<file path="config.mk">
export PLATFORM = sky130hd
export DESIGN_NAME = lct_controller
export DESIGN_NICKNAME = d
export VERILOG_FILES = /design/src/lct_pkg.sv /design/src/lct_controller.sv
export SDC_FILE = /design/constraint.sdc
export NUM_CORES = 1
export LEC_CHECK = 0
export ABC_AREA = 1
export ABC_CLOCK_PERIOD_IN_PS = 2300
export BUFFER_PORTS_ARGS = -buffer_cell sky130_fd_sc_hd__buf_2
export CAP_MARGIN = 15
export CORE_UTILIZATION = 35
export DETAILED_ROUTE_END_ITERATION = 10
export GPL_ROUTABILITY_DRIVEN = 0
export PLACE_DENSITY = 0.67
export SLEW_MARGIN = 10
export SYNTH_ARGS = -nofsm -noshare
export SYNTH_HDL_FRONTEND = slang
export SYNTH_SLANG_ARGS = --single-unit
</file>
<file path="constraint.sdc">
create_clock -name i_clk -period 2.3 [get_ports i_clk]
set_input_delay 0.575 -clock i_clk [delete_from_list [all_inputs] [get_ports i_clk]]
set_output_delay 0.575 -clock i_clk [all_outputs]
set_load 0.05 [all_outputs]
</file>
<file path="src/lct_pkg.sv">
// Shared constants, types and offset functions of the label contour tracer.
package lct_pkg;

    localparam int MAX_WIDTH  = 256;
    localparam int MAX_HEIGHT = 256;
    localparam int LABEL_BITS = 16;
    localparam int DEPTH      = MAX_WIDTH * MAX_HEIGHT;
    localparam int ADDR_BITS  = $clog2(DEPTH);
    localparam int CRD_BITS   = 8;
    localparam int DIM_BITS   = 9;
    localparam int SCRD_BITS  = 10;
    localparam int HALF_BITS  = 10;

    localparam logic [1:0] FUNC_LOAD  = 2'd0;
    localparam logic [1:0] FUNC_START = 2'd1;
    localparam logic [1:0] FUNC_STEP  = 2'd2;

    localparam logic [1:0] ST_POINT    = 2'd0;
    localparam logic [1:0] ST_FOUND    = 2'd1;
    localparam logic [1:0] ST_NOBORDER = 2'd2;
    localparam logic [1:0] ST_NOTRACE  = 2'd3;

    localparam logic CFG_WIDTH  = 1'b0;
    localparam logic CFG_HEIGHT = 1'b1;

    localparam logic [2:0] RD_SCAN_C = 3'd0;
    localparam logic [2:0] RD_SCAN_N = 3'd1;
    localparam logic [2:0] RD_CUR    = 3'd2;
    localparam logic [2:0] RD_NP     = 3'd3;
    localparam logic [2:0] RD_SP1    = 3'd4;
    localparam logic [2:0] RD_NP1    = 3'd5;

    localparam logic [2:0] OK_START    = 3'd0;
    localparam logic [2:0] OK_NOBORDER = 3'd1;
    localparam logic [2:0] OK_NOTRACE  = 3'd2;
    localparam logic [2:0] OK_SIDE     = 3'd3;
    localparam logic [2:0] OK_CORNER   = 3'd4;

    typedef struct packed {
        logic       load_pix;
        logic       start_init;
        logic       scan_adv;
        logic       nidx_clr;
        logic       nidx_inc;
        logic       found;
        logic       stop;
        logic [2:0] rd_sel;
        logic       cap_cur;
        logic       cap_np;
        logic       cap_sp1;
        logic       cap_np1;
        logic       out_ld;
        logic [2:0] out_kind;
        logic       move;
    } t_cmd;

    typedef struct packed {
        logic out_free;
        logic scan_hit;
        logic scan_last;
        logic nb_diff;
        logic nidx_last;
        logic corner;
        logic active;
    } t_stat;

    function automatic logic [SCRD_BITS-1:0] dr_side(input logic [1:0] s);
        case (s)
            2'd1:    dr_side = '1;
            2'd3:    dr_side = SCRD_BITS'(1);
            default: dr_side = '0;
        endcase
    endfunction

    function automatic logic [SCRD_BITS-1:0] dc_side(input logic [1:0] s);
        case (s)
            2'd0:    dc_side = '1;
            2'd2:    dc_side = SCRD_BITS'(1);
            default: dc_side = '0;
        endcase
    endfunction

    function automatic logic [SCRD_BITS-1:0] dr_corn(input logic [1:0] s);
        case (s)
            2'd0, 2'd1: dr_corn = '1;
            default:    dr_corn = SCRD_BITS'(1);
        endcase
    endfunction

    function automatic logic [SCRD_BITS-1:0] dc_corn(input logic [1:0] s);
        case (s)
            2'd0, 2'd3: dc_corn = '1;
            default:    dc_corn = SCRD_BITS'(1);
        endcase
    endfunction

endpackage

</file>
<file path="src/lct_controller.sv">
// Controller: sequences loads, the start scan and the trace step.
module lct_controller import lct_pkg::*; (
    input  logic       i_clk,
    input  logic       i_rst_n,
    input  logic       i_in_valid,
    output logic       o_in_ready,
    input  logic [1:0] i_func,
    input  t_stat      i_stat,
    output t_cmd       o_cmd
);

    localparam logic [3:0] S_IDLE    = 4'd0;
    localparam logic [3:0] S_SC      = 4'd1;
    localparam logic [3:0] S_SCW     = 4'd2;
    localparam logic [3:0] S_SN      = 4'd3;
    localparam logic [3:0] S_SNW     = 4'd4;
    localparam logic [3:0] S_FOUND   = 4'd5;
    localparam logic [3:0] S_NOBRD   = 4'd6;
    localparam logic [3:0] S_NOTRACE = 4'd7;
    localparam logic [3:0] S_T0      = 4'd8;
    localparam logic [3:0] S_T1      = 4'd9;
    localparam logic [3:0] S_T2      = 4'd10;
    localparam logic [3:0] S_T3      = 4'd11;
    localparam logic [3:0] S_T4      = 4'd12;
    localparam logic [3:0] S_SIDE    = 4'd13;
    localparam logic [3:0] S_CORN    = 4'd14;
    localparam logic [3:0] S_MOVE    = 4'd15;

    logic [3:0] r_state, n_state;
    logic       acc;

    assign o_in_ready = r_state == S_IDLE;
    assign acc        = i_in_valid && o_in_ready;

    always_comb begin
        n_state = r_state;
        o_cmd   = '0;
        o_cmd.rd_sel = RD_CUR;
        case (r_state)
            S_IDLE: begin
                if (acc) begin
                    case (i_func)
                        FUNC_LOAD:  o_cmd.load_pix = 1'b1;
                        FUNC_START: begin
                            o_cmd.start_init = 1'b1;
                            n_state = S_SC;
                        end
                        FUNC_STEP:  n_state = i_stat.active ? S_T0 : S_NOTRACE;
                        default:    n_state = S_IDLE;
                    endcase
                end
            end
            S_SC: begin
                o_cmd.rd_sel = RD_SCAN_C;
                n_state = S_SCW;
            end
            S_SCW: begin
                if (i_stat.scan_hit) begin
                    o_cmd.nidx_clr = 1'b1;
                    n_state = S_SN;
                end else if (i_stat.scan_last) begin
                    n_state = S_NOBRD;
                end else begin
                    o_cmd.scan_adv = 1'b1;
                    n_state = S_SC;
                end
            end
            S_SN: begin
                o_cmd.rd_sel = RD_SCAN_N;
                n_state = S_SNW;
            end
            S_SNW: begin
                if (i_stat.nb_diff) begin
                    o_cmd.found = 1'b1;
                    n_state = S_FOUND;
                end else if (!i_stat.nidx_last) begin
                    o_cmd.nidx_inc = 1'b1;
                    n_state = S_SN;
                end else if (i_stat.scan_last) begin
                    n_state = S_NOBRD;
                end else begin
                    o_cmd.scan_adv = 1'b1;
                    n_state = S_SC;
                end
            end
            S_FOUND: begin
                if (i_stat.out_free) begin
                    o_cmd.out_ld   = 1'b1;
                    o_cmd.out_kind = OK_START;
                    n_state = S_IDLE;
                end
            end
            S_NOBRD: begin
                o_cmd.stop = 1'b1;
                if (i_stat.out_free) begin
                    o_cmd.out_ld   = 1'b1;
                    o_cmd.out_kind = OK_NOBORDER;
                    n_state = S_IDLE;
                end
            end
            S_NOTRACE: begin
                if (i_stat.out_free) begin
                    o_cmd.out_ld   = 1'b1;
                    o_cmd.out_kind = OK_NOTRACE;
                    n_state = S_IDLE;
                end
            end
            S_T0: begin
                o_cmd.rd_sel = RD_CUR;
                n_state = S_T1;
            end
            S_T1: begin
                o_cmd.cap_cur = 1'b1;
                o_cmd.rd_sel  = RD_NP;
                n_state = S_T2;
            end
            S_T2: begin
                o_cmd.cap_np = 1'b1;
                o_cmd.rd_sel = RD_SP1;
                n_state = S_T3;
            end
            S_T3: begin
                o_cmd.cap_sp1 = 1'b1;
                o_cmd.rd_sel  = RD_NP1;
                n_state = S_T4;
            end
            S_T4: begin
                o_cmd.cap_np1 = 1'b1;
                n_state = S_SIDE;
            end
            S_SIDE: begin
                if (i_stat.out_free) begin
                    o_cmd.out_ld   = 1'b1;
                    o_cmd.out_kind = OK_SIDE;
                    n_state = i_stat.corner ? S_CORN : S_MOVE;
                end
            end
            S_CORN: begin
                if (i_stat.out_free) begin
                    o_cmd.out_ld   = 1'b1;
                    o_cmd.out_kind = OK_CORNER;
                    n_state = S_MOVE;
                end
            end
            S_MOVE: begin
                o_cmd.move = 1'b1;
                n_state = S_IDLE;
            end
            default: n_state = S_IDLE;
        endcase
    end

    always_ff @(posedge i_clk) begin
        if (!i_rst_n) begin
            r_state <= S_IDLE;
        end else begin
            r_state <= n_state;
        end
    end

endmodule

</file>
==> impl_metrics.py <==
metrics = {
    "status": {
        "status": "finished with violations",
        "violations": "design-rule violations",
    },
    "synthesis": {
        "synth_fp_nets": 129,
        "yosysUniqueCellTypes": 20,
        "netlist.top_cell.by_area": "nand2_1",
        "syn_inst": 114,
        "ys_ff_latch": 4,
        "yosysMostFrequentCell": "nand2_1",
        "yosysWarningCount": 0,
        "syn_area_um2": 623,
        "async_flop_share_pct": 0,
        "synth_enable_flop_cells": 0,
        "synth_top_area_share_pct": 15.7,
        "synthFlopType": "dfxtp_1",
        "synth_common_cells": "26 x nand2_1, 24 x nor2_1, 16 x inv_1",
        "syn_area_per_cell_um2": 5.47,
        "yosys-top-cells-area": "nand2_1 16%, nor2_1 14%, dfxtp_1 13%",
        "synth_seq_area_share_pct": 12.9,
    },
    "worst_setup_path": {
        "endpoint_kind": "output port",
        "r2r_start": "r_state[0]$_SDFFE_PN0P_",
        "startpoint_type": "register",
        "ff2ff_path_depth": 9,
        "crit_type": "reg2out",
        "r2r_end": "r_state[1]$_SDFFE_PN0P_",
        "regToRegSetupSlack_ns": 0.97,
        "crit_path_max_fanout": 7,
        "cp.arrival_ns": 1.56,
        "crit_required_ns": 1.73,
    },
    "die": {
        "coreArea_um2": 1580,
        "rows": 14,
        "io_pins": 32,
        "die-area_um2": 1950,
        "initial_core_util_pct": 39.5,
        "die_w_um": 44.2,
        "die_height_um": 44.2,
    },
    "timing": {
        "setup_viol": 0,
        "relSlewSlack_pct": 75.4,
        "fin_crit_sh_pct": 92.8,
        "hold_viol": 0,
        "fin_setup_tns_ns": 0,
        "min_period_ns": 2.13,
        "slew_viol_final": 0,
        "fmax_mhz": 468,
        "skew_ns": 0.00416,
        "rsz0062_at_grt": "false",
        "tightest_slew_ns": 0.369,
    },
    "cts": {
        "post-cts-setup-buffer-count": 0,
        "cts-root-buf": "clkbuf_4",
        "cts_buffer_depth": 2,
        "clk_latency_ns": 0.24,
        "clk_transition_reported_paths_ns": 0.04,
        "cts_made_buffers": 3,
        "tritoncts": "yes",
        "cts.sinks": 4,
        "ctsHtreeMaxLevel": 1,
    },
    "final_layout": {
        "top_regs": "r_state (4)",
        "largest-register": "r_state",
        "drive_gt1_share_pct": 38.5,
        "largest_register_ffs": 4,
        "n_antenna_cell": 0,
        "design_area_um2": 852,
        "area_growth_pct": 36.7,
        "stdcell_count": 164,
        "final_nets": 165,
    },
    "power": {
        "power_density_nw_per_um2": 1120,
        "p_leak_nw": 0.484,
        "peakVddDrop_mv": 0.661,
    },
    "global_route": {
        "grt_pass1_vias": 717,
        "grt_max_degree": 9,
        "grt_pass1_wl_um": 2780,
        "grt_antenna_before_repair": 0,
        "gr-usage-all-layers_pct": 18.7,
        "globalRouteOverflowTotal": 0,
    },
    "routing": {
        "vias": 789,
        "avgRoutedWirePerCell_um": 10.1,
        "routed_via_density": 4.81,
        "ant_nets": 0,
        "firstDrtPassIters": 7,
        "detail_route.wirelength_um": 1650,
        "drtIter0Drc": 17,
        "drc": 3,
    },
    "placed_design": {
        "place_inst": 161,
        "io_buffers": 31,
        "dp.final_hpwl_um": 1420,
        "place_area_um2": 828,
    },
    "worst_hold_path": {
        "min_from": "i_rst_n",
        "hold_class": "in2reg",
        "hold_depth": 3,
        "min_to": "r_state[1]$_SDFFE_PN0P_",
    },
    "flow_run": {
        "maxCapViolCount": 0,
    },
}
-- kinds of logic after synthesis --
kind of cell	count (synthesis)	share of synthesized area (%)
flip-flops	4	12.9
AND/OR/NAND/NOR	74	57.4
adder cells (fa/ha/maj)	3	6.02
AO/OA/AOI/OAI	11	10.2
buffers and inverters	22	13.5
-- routing by layer --
| layer | track usage (%) | part of all wire, % |
|---|---|---|
| met2 | 33.8 | 52 |
| met3 | 2.45 | 4.8 |
| met5 | 0 | 0 |
| met1 | 21.2 | 43 |
| met4 | 9.09 | 0 |
-- critical path: stages, from the launching register on --
cell and delay (ns):
dfxtp_1 0.41, nor2_4 0.24, nand2_1 0.16, o32ai_2 0.21
buf_2 0.29
-- through the flow --
step                power [mW]  hold WS (ns)  utilization, %  setup WS (ns)
floorplan                0.720         0.524               -        0.00924
global placement         0.853         0.591            52.5          0.385
detailed placement       0.865         0.585            52.5          0.342
CTS                      0.959         0.580            54.0         0.0958
global route              1.04         0.582            54.0         0.0333
finish                   0.952         0.590            54.0          0.165
-- placed cells by master (no fill, tap or decap), types with 3 or more instances in the layout --
master	synthesis	final
a21oi_1	4	4
buf_2	0	31
clkbuf_4	0	3
dfxtp_1	4	3
ha_1	3	3
inv_1	16	16
inv_2	5	5
nand2_1	26	26
nand2_4	3	3
nand3_1	7	7
nor2_1	24	23
nor2_2	2	3
nor3_2	0	4
o21ai_0	4	4
-- worst max-delay path by stage --
stage | startpoint | end | slack, ns
6_report | r_state[0]$_SDFFE_PN0P_ | o_cmd[16] | 0.17
3_5_place_dp | i_func[1] | o_cmd[17] | 0.34
5_1_grt | r_state[2]$_SDFFE_PN0P_ | o_cmd[16] | 0.03
4_1_cts | r_state[1]$_SDFFE_PN0P_ | o_cmd[1] | 0.1
2_1_floorplan | r_state[1]$_SDFFE_PN0P_ | o_cmd[1] | 0.009
3_3_place_gp | i_func[0] | o_cmd[18] | 0.38
-- where the power goes --
part	switching, mW	internal [mW]
logic	0.530	0.186
registers	0.0502	0.0967
clock network	0.0304	0.0584
-- cell type report --
cell class	instances	area [um2]
Sequential cell	4	81.3
Tap cell	16	20.0
Inverter	22	83.8
Multi-Input combinational cell	88	489
Fill cell	172	724
Clock buffer	3	22.5
Timing Repair Buffer	31	155
-- what timing repair did --
item	CTS	global route
endpoints found under the setup margin	0	1
hold buffers	0	0
resized for setup	0	1
Power figures use the tool's default switching activity.
